`src/hw/rtl/addressed_packet_deframer_defines.svh`:
```
// Assertion macros shared by the deframer RTL.
`ifndef ADDRESSED_PACKET_DEFRAMER_DEFINES_SVH
`define ADDRESSED_PACKET_DEFRAMER_DEFINES_SVH

`ifndef ASSERT_OFF
// Check a property on every clock edge outside reset.
`define APD_ASSERT(lbl, prop, msg) \
    lbl: assert property (@(posedge clk) disable iff (!rst_n) (prop)) else $error(msg);
// Check a property on every clock edge, reset included.
`define APD_ASSERT_ALWAYS(lbl, prop, msg) \
    lbl: assert property (@(posedge clk) (prop)) else $error(msg);
`else
`define APD_ASSERT(lbl, prop, msg)
`define APD_ASSERT_ALWAYS(lbl, prop, msg)
`endif

`endif

```
`src/hw/rtl/apd_pkg.sv`:
```
`timescale 1ns / 1ps

package apd_pkg;

    // Configuration register indexes
    localparam int CFG_INDEX_W = 2;
    localparam int CFG_DATA_W  = 8;
    localparam logic [CFG_INDEX_W-1:0] REG_OWN_ADDRESS    = 2'd0;
    localparam logic [CFG_INDEX_W-1:0] REG_DELIVER_ENABLE = 2'd1;

    // Parser phase, one-hot
    typedef enum logic [4:0] {
        PH_SRC  = 5'b00001,
        PH_DEST = 5'b00010,
        PH_OP   = 5'b00100,
        PH_LEN  = 5'b01000,
        PH_DATA = 5'b10000
    } phase_t;

    // Delivery event codes
    typedef enum logic [1:0] {
        EV_NONE  = 2'd0,
        EV_DATA  = 2'd1,
        EV_EMPTY = 2'd2
    } event_t;

    // One result request
    typedef struct packed {
        event_t      event_res;
        logic [7:0]  src_addr;
        logic [7:0]  dst_addr;
        logic [7:0]  op_code;
        logic [7:0]  frame_length;
        logic [7:0]  byte_index;
        logic [7:0]  payload_byte;
        logic        last;
        logic [15:0] unhandled_count;
    } result_t;

    // Configuration seen by the parser
    typedef struct packed {
        logic [7:0] own_address;
        logic       deliver_enable;
    } cfg_t;

endpackage

```
`src/hw/rtl/apd_cfg_regs.sv`:
```
`timescale 1ns / 1ps

module apd_cfg_regs
(
    input  logic                             clk,
    input  logic                             rst_n,
    input  logic                             cfg_we,
    input  logic [apd_pkg::CFG_INDEX_W-1:0]  cfg_index,
    input  logic [apd_pkg::CFG_DATA_W-1:0]   cfg_data,
    output apd_pkg::cfg_t                    cfg
);

    logic [7:0] own_address_reg;
    logic       deliver_enable_reg;

    // Capture register writes; drop writes to unknown indexes
    always_ff @(posedge clk or negedge rst_n)
    begin
        if (!rst_n)
        begin
            own_address_reg    <= 8'd0;
            deliver_enable_reg <= 1'b0;
        end
        else if (cfg_we)
        begin
            unique case (cfg_index)
                apd_pkg::REG_OWN_ADDRESS:
                begin
                    own_address_reg <= cfg_data[7:0];
                end
                apd_pkg::REG_DELIVER_ENABLE:
                begin
                    deliver_enable_reg <= cfg_data[0];
                end
                default:
                begin
                end
            endcase
        end
    end

    assign cfg.own_address    = own_address_reg;
    assign cfg.deliver_enable = deliver_enable_reg;

endmodule

```
`src/hw/rtl/apd_parser.sv`:
```
`timescale 1ns / 1ps

module apd_parser
(
    input  logic              clk,
    input  logic              rst_n,
    input  logic              accept,
    input  logic [7:0]        rx_byte,
    input  apd_pkg::cfg_t     cfg,
    output apd_pkg::result_t  res
);

    apd_pkg::phase_t phase_reg, phase_next;
    logic [7:0]  src_reg, src_next;
    logic [7:0]  dest_reg, dest_next;
    logic [7:0]  op_reg, op_next;
    logic [7:0]  len_reg, len_next;
    logic [7:0]  seen_reg, seen_next;
    logic [15:0] cnt_reg, cnt_next;

    logic        match;
    logic        bump;
    logic [7:0]  seen_inc;
    apd_pkg::event_t ev;
    logic [7:0]  idx;
    logic [7:0]  pay;
    logic        lst;

    assign match    = (dest_reg == cfg.own_address);
    assign seen_inc = seen_reg + 8'd1;

    // Advance the frame parser by one byte
    always_comb
    begin
        phase_next = phase_reg;
        src_next   = src_reg;
        dest_next  = dest_reg;
        op_next    = op_reg;
        len_next   = len_reg;
        seen_next  = seen_reg;
        bump       = 1'b0;
        ev         = apd_pkg::EV_NONE;
        idx        = 8'd0;
        pay        = 8'd0;
        lst        = 1'b0;
        unique case (phase_reg)
            apd_pkg::PH_DEST:
            begin
                dest_next  = rx_byte;
                phase_next = apd_pkg::PH_OP;
            end
            apd_pkg::PH_OP:
            begin
                op_next    = rx_byte;
                phase_next = apd_pkg::PH_LEN;
            end
            apd_pkg::PH_LEN:
            begin
                len_next  = rx_byte;
                seen_next = 8'd0;
                if (rx_byte == 8'd0)
                begin
                    // Empty frame completes here
                    if (match)
                    begin
                        if (cfg.deliver_enable)
                        begin
                            ev  = apd_pkg::EV_EMPTY;
                            lst = 1'b1;
                        end
                        else
                        begin
                            bump = 1'b1;
                        end
                    end
                    phase_next = apd_pkg::PH_SRC;
                end
                else
                begin
                    phase_next = apd_pkg::PH_DATA;
                end
            end
            apd_pkg::PH_DATA:
            begin
                seen_next = seen_inc;
                if (match && cfg.deliver_enable)
                begin
                    ev  = apd_pkg::EV_DATA;
                    pay = rx_byte;
                    idx = seen_reg;
                end
                if (seen_inc == len_reg)
                begin
                    if (match)
                    begin
                        if (cfg.deliver_enable)
                        begin
                            lst = 1'b1;
                        end
                        else
                        begin
                            bump = 1'b1;
                        end
                    end
                    phase_next = apd_pkg::PH_SRC;
                    seen_next  = 8'd0;
                end
            end
            default:
            begin
                // Source address, also taken on any stray phase code
                src_next   = rx_byte;
                phase_next = apd_pkg::PH_DEST;
            end
        endcase
    end

    // Saturate the unhandled frame counter
    assign cnt_next = (bump && (cnt_reg != 16'hFFFF)) ? (cnt_reg + 16'd1) : cnt_reg;

    // Hold parser state between accepted bytes
    always_ff @(posedge clk or negedge rst_n)
    begin
        if (!rst_n)
        begin
            phase_reg <= apd_pkg::PH_SRC;
            src_reg   <= 8'd0;
            dest_reg  <= 8'd0;
            op_reg    <= 8'd0;
            len_reg   <= 8'd0;
            seen_reg  <= 8'd0;
            cnt_reg   <= 16'd0;
        end
        else if (accept)
        begin
            phase_reg <= phase_next;
            src_reg   <= src_next;
            dest_reg  <= dest_next;
            op_reg    <= op_next;
            len_reg   <= len_next;
            seen_reg  <= seen_next;
            cnt_reg   <= cnt_next;
        end
    end

    // Build the result request from the updated state
    assign res.event_res       = ev;
    assign res.src_addr        = src_next;
    assign res.dst_addr        = dest_next;
    assign res.op_code         = op_next;
    assign res.frame_length    = len_next;
    assign res.byte_index      = idx;
    assign res.payload_byte    = pay;
    assign res.last            = lst;
    assign res.unhandled_count = cnt_next;

endmodule

```
`src/hw/rtl/apd_out_stage.sv`:
```
`timescale 1ns / 1ps

module apd_out_stage
(
    input  logic              clk,
    input  logic              rst_n,
    input  logic              load,
    input  apd_pkg::result_t  res_in,
    input  logic              out_stall,
    output logic              busy,
    output logic              out_valid,
    output apd_pkg::result_t  res_out
);

    logic             valid_reg, valid_next;
    apd_pkg::result_t res_reg;

    // Stage is full while a request waits on a stalled consumer
    assign busy = valid_reg && out_stall;

    always_comb
    begin
        valid_next = valid_reg;
        if (load)
        begin
            valid_next = 1'b1;
        end
        else if (valid_reg && !out_stall)
        begin
            valid_next = 1'b0;
        end
    end

    // Track occupancy
    always_ff @(posedge clk or negedge rst_n)
    begin
        if (!rst_n)
        begin
            valid_reg <= 1'b0;
        end
        else
        begin
            valid_reg <= valid_next;
        end
    end

    // Load a new result request
    always_ff @(posedge clk)
    begin
        if (load)
        begin
            res_reg <= res_in;
        end
    end

    assign out_valid = valid_reg;
    assign res_out   = res_reg;

endmodule

```
`src/hw/rtl/addressed_packet_deframer.sv`:
```
`timescale 1ns / 1ps
// A byte accepted at a clock edge shows its registered result with out_valid after that edge.
// Throughput: one byte per cycle while in_stall is low; the single result register is reloaded as it drains.
// in_stall rises only while a result is held and out_stall is high.
// Reset (rst_n low, asynchronous) clears the parser to await a source address,
// zeroes headers, index and counter, and clears both configuration registers.
`include "addressed_packet_deframer_defines.svh"

module addressed_packet_deframer
(
    input  logic                             clk,
    input  logic                             rst_n,
    input  logic                             cfg_we,
    input  logic [apd_pkg::CFG_INDEX_W-1:0]  cfg_index,
    input  logic [apd_pkg::CFG_DATA_W-1:0]   cfg_data,
    input  logic                             in_valid,
    output logic                             in_stall,
    input  logic [7:0]                       rx_byte,
    output logic                             out_valid,
    input  logic                             out_stall,
    output logic [1:0]                       event_res,
    output logic [7:0]                       src_addr,
    output logic [7:0]                       dst_addr,
    output logic [7:0]                       op_code,
    output logic [7:0]                       frame_length,
    output logic [7:0]                       byte_index,
    output logic [7:0]                       payload_byte,
    output logic                             last,
    output logic [15:0]                      unhandled_count
);

    apd_pkg::cfg_t    cfg;
    apd_pkg::result_t res_comb;
    apd_pkg::result_t res_q;
    logic             accept;
    logic             busy;
    logic             has_event;
    logic             idle_fields_bad;
    logic [15:0]      cnt_seen;

    assign in_stall = busy;
    assign accept   = in_valid && !busy;

    apd_cfg_regs u_cfg
    (
        .clk       (clk),
        .rst_n     (rst_n),
        .cfg_we    (cfg_we),
        .cfg_index (cfg_index),
        .cfg_data  (cfg_data),
        .cfg       (cfg)
    );

    apd_parser u_parser
    (
        .clk     (clk),
        .rst_n   (rst_n),
        .accept  (accept),
        .rx_byte (rx_byte),
        .cfg     (cfg),
        .res     (res_comb)
    );

    apd_out_stage u_out
    (
        .clk       (clk),
        .rst_n     (rst_n),
        .load      (accept),
        .res_in    (res_comb),
        .out_stall (out_stall),
        .busy      (busy),
        .out_valid (out_valid),
        .res_out   (res_q)
    );

    // Drive the result ports
    assign event_res       = res_q.event_res;
    assign src_addr        = res_q.src_addr;
    assign dst_addr        = res_q.dst_addr;
    assign op_code         = res_q.op_code;
    assign frame_length    = res_q.frame_length;
    assign byte_index      = res_q.byte_index;
    assign payload_byte    = res_q.payload_byte;
    assign last            = res_q.last;
    assign unhandled_count = res_q.unhandled_count;

    // Flags for the output checks
    assign has_event       = (event_res != apd_pkg::EV_NONE);
    assign idle_fields_bad = (event_res != apd_pkg::EV_DATA)
                             && ((byte_index != 8'd0) || (payload_byte != 8'd0));
    assign cnt_seen        = unhandled_count;

    `APD_ASSERT_ALWAYS(a_stall_when_full, in_stall |-> out_valid, "stall while empty")
    `APD_ASSERT(a_last_needs_event, (out_valid && last) |-> has_event, "last without delivery")
    `APD_ASSERT(a_idle_fields_zero, !(out_valid && idle_fields_bad), "stray index or payload")
    `APD_ASSERT(a_cnt_up, (out_valid && $past(out_valid)) |-> (cnt_seen >= $past(cnt_seen)), "cnt down")

endmodule
```
`config.mk`:
```
export PLATFORM = sky130hd
export DESIGN_NAME = addressed_packet_deframer
export DESIGN_NICKNAME = d
export VERILOG_FILES = /design/src/hw/rtl/apd_pkg.sv /design/src/hw/rtl/apd_cfg_regs.sv /design/src/hw/rtl/apd_parser.sv /design/src/hw/rtl/apd_out_stage.sv /design/src/hw/rtl/addressed_packet_deframer.sv
export VERILOG_INCLUDE_DIRS = /design/src /design/src/hw/rtl
export SDC_FILE = /design/constraint.sdc
export NUM_CORES = 1
export LEC_CHECK = 0
export ABC_AREA = 1
export BUFFER_PORTS_ARGS = -buffer_cell sky130_fd_sc_hd__buf_2
export CAP_MARGIN = 10
export CELL_PAD_IN_SITES_DETAIL_PLACEMENT = 1
export CELL_PAD_IN_SITES_GLOBAL_PLACEMENT = 1
export CORE_UTILIZATION = 39
export DETAILED_ROUTE_END_ITERATION = 8
export GPL_TIMING_DRIVEN = 0
export PLACE_DENSITY = 0.81
export RECOVER_POWER = 25
export SYNTH_ARGS = -nofsm -noshare
export SYNTH_HDL_FRONTEND = slang
export SYNTH_SLANG_ARGS = --single-unit
export TNS_END_PERCENT = 5
```
`constraint.sdc`:
```
create_clock -name clk -period 2.1 [get_ports clk]
set_input_delay 0.105 -clock clk [delete_from_list [all_inputs] [get_ports clk]]
set_output_delay 0.105 -clock clk [all_outputs]
set_load 0.01 [all_outputs]
```
==> impl_metrics.toml <==
[routing]
ant_nets = 0
drt_iter0_markers = 364
viasPerCell = 5.12
drc = 0
routed_wl_um = 18700
wl_per_cell_um = 17.8
drt-pass1-iter-count = 5
num_vias = 5355

[cts]
cts_root_buffer = "clkbuf_16"
htree_levels = 4
cts_max_path_buffers = 2
cts.sinks = 138
cts_tree = "done"
clk_latency_ns = 0.43
clkTransAtPathRegs_ns = 0.06
numCtsBuffers = 17

[critical_path]
crit_type = "register to register"
crit_chain = "buf_6 > inv_4 > nor2_4 > nand2_1 > nand2_2 > nand3_1 > nand2_1 > nor2_2 > nand3_4 > a21oi_4 > buf_6 > nand4_1 > and2_1"
start_kind = "register"
path_delay_family = "simple AND/OR/NAND/NOR gates"
required_ns = 2.28
cpPeakStageDelay_ns = 0.45
crit_slowest_cell = "dfrtp_2"
arrival_ns = 2.40
crit_fanout = 5
end_kind = "register"
crit_buf_inv = 3

[logic_synthesis]
synthXorXnorAreaFrac_pct = 2.50
synth_nets = 705
synth_area_leaders = "edfxtp_1, dfrtp_1, nand2_1"
synthesis.area_um2 = 6310
synth-adder-area-share_pct = 0.397
yosysSeqAreaShare_pct = 60.1
synth_top_family_by_area = "simple AND/OR/NAND/NOR gates"
synth_ff_type = "dfrtp_1"
ys_top_cells_by_count = "nand2_1, dfrtp_1, edfxtp_1, inv_1, o21ai_0"
async_reset_ff_share_pct = 51.4
syn_inst = 680
yosys.area_share.simple_pct = 25.4
synth-seq-cells = 138
synth_edf_count = 67
yosysWarnings = 0
synth.distinct_cells = 34
yosysTopAreaCell = "edfxtp_1"
avgSynthCellArea_um2 = 9.28
synth_compound_area_share_pct = 5.13
synth_most_common_cell = "nand2_1"
synth_mux_area_share_pct = 1.07
synth_top_area_share_pct = 31.9

[grt]
grt_max_degree = 77
grt_pass1_vias = 5645
grt_pass1_wl_um = 29600
antenna_found_initial = 0
grt.met2_usage_pct = 41.7
use_met1_pct = 28.6
top_usage_layer = "met2"
overflow = 0
use_met3_pct = 5.53
grt.total_usage_pct = 23.8

[sta]
max_slew_margin_pct = 37.7
hold_slack_ns = 0.140
fin_crit_sh_pct = 105
worst_pin_slew_ns = 0.935
min_period_ns = 2.21
rsz0062_at_grt = "true"
setup_viol = 25
finalHoldViolations = 0
max_freq_mhz = 452
setup_ws_ns = -0.114
skew_ns = 0.00792
drv_slew = 0

[status]
outcome = "finished, violations left"
violations = "setup timing"

[placed_design]
io_buffers = 91
gp_congestion = 0.859
hpwl_um = 12000

[power_and_ir_drop]
p_per_area_nw_per_um2 = 1250
peakVddDrop_mv = 0.722
p_leak_nw = 3.68

[floorplan]
initial_core_util_pct = 39.9
die_w_um = 129
design.die.area_um2 = 16700
core_area_um2 = 15800
rows = 46
die_h_um = 129
io_pins = 92

[hold_path]
hold_path_class = "input pin to register"

[layout]
largest_reg_flops = 67
syn2layout_area_growth_pct = 30.3
drive_above_1_share_pct = 27.1
final_nets = 842
utilization_pct = 51.9
diodes = 0

[job]
max_cap_violations = 0
==> what timing repair did <==
action / 4_1_cts / 5_1_grt
cloned: 2 / 0
buffers inserted: 9 / 3
pin swaps: 12 / 16
endpoints found under the hold margin: 43 / 0
hold buffers: 12 / 0
endpoints found under the setup margin: 150 / 149
gates resized for setup: 51 / 44
==> cell families after synthesis <==
logic type | after synthesis
buf+inv | 81
compound gates | 60
mux | 6
fa+ha+maj | 2
xor+xnor | 18
flops | 138
simple gates | 375
==> layout by cell type (no fill, tap or decap), types with 21 or more instances in the layout <==
| cell type | instances |
|---|---|
| nand4_1 | 25 |
| nor2_1 | 36 |
| inv_1 | 52 |
| edfxtp_1 | 67 |
| buf_2 | 92 |
| nand3_1 | 26 |
| dfrtp_1 | 68 |
| nand2_1 | 218 |
| nand2_2 | 21 |
| o21ai_0 | 48 |
==> per-stage QoR <==
step | cell area [µm²] | std cells | setup slack [ns] | total power [mW] | TNS [ns]
2_1_floorplan | 6320 | 680 | 0.00555 | 5.66 | 0
3_3_place_gp | 7040 | 987 | -0.397 | 6.44 | -12.52
3_5_place_dp | 7070 | 988 | -0.426 | 6.59 | -22.40
4_1_cts | 8080 | 1043 | -0.0765 | 10.1 | -1.42
5_1_grt | 8220 | 1046 | -0.242 | 10.8 | -5.34
6_report | 8220 | 1046 | -0.114 | 10.3 | -1.30
==> path summary, 6_finish.rpt <==
check	cells after the start	endpoint	slack [ns]	from
setup / recovery	13	u_out.res_out[8]	-0.11	u_parser.seen_reg[0]
hold / removal	3	u_out.res_out[19]	0.14	rx_byte[2]
setup reg to reg	13	u_out.res_out[8]	-0.11	u_parser.seen_reg[0]
hold reg to reg	2	u_parser.src_reg[1]	0.48	u_parser.src_reg[1]
max in group asynchronous	3	u_parser.seen_reg[2]	0.25	rst_n
min in group asynchronous	2	u_parser.dest_reg[1]	0.34	rst_n
==> layout make-up <==
type	count	area, µm²
well taps	216	270
multi-input cells	461	2450
repair buffers	118	704
clock inverters	13	190
inverters	58	220
clock buffers	19	443
fillers	1817	7610
plain buffers	23	150
flip-flops and latches	138	3790
==> where the power goes <==
group / internal [mW] / switching (mW)
sequential: 3.64 / 0.487
clock: 2.03 / 1.20
combinational: 1.00 / 1.91
total: 6.67 / 3.60
==> layer usage <==
layer,part of all wire (%),vias up,wire (µm)
met5,0,-,0
met4,1.9,0,348
met3,4.4,32,814
met2,52,126,9770
met1,41,2671,7740
li1,-,2526,-
==> worst min-delay path, delay by kind of cell <==
| kind | cells | cell delay [ns] |
|---|---|---|
| buffers and inverters | 2 | 0.21 |
| AND/OR/NAND/NOR | 1 | 0.14 |
No activity file was read; power rests on OpenSTA's default activity.
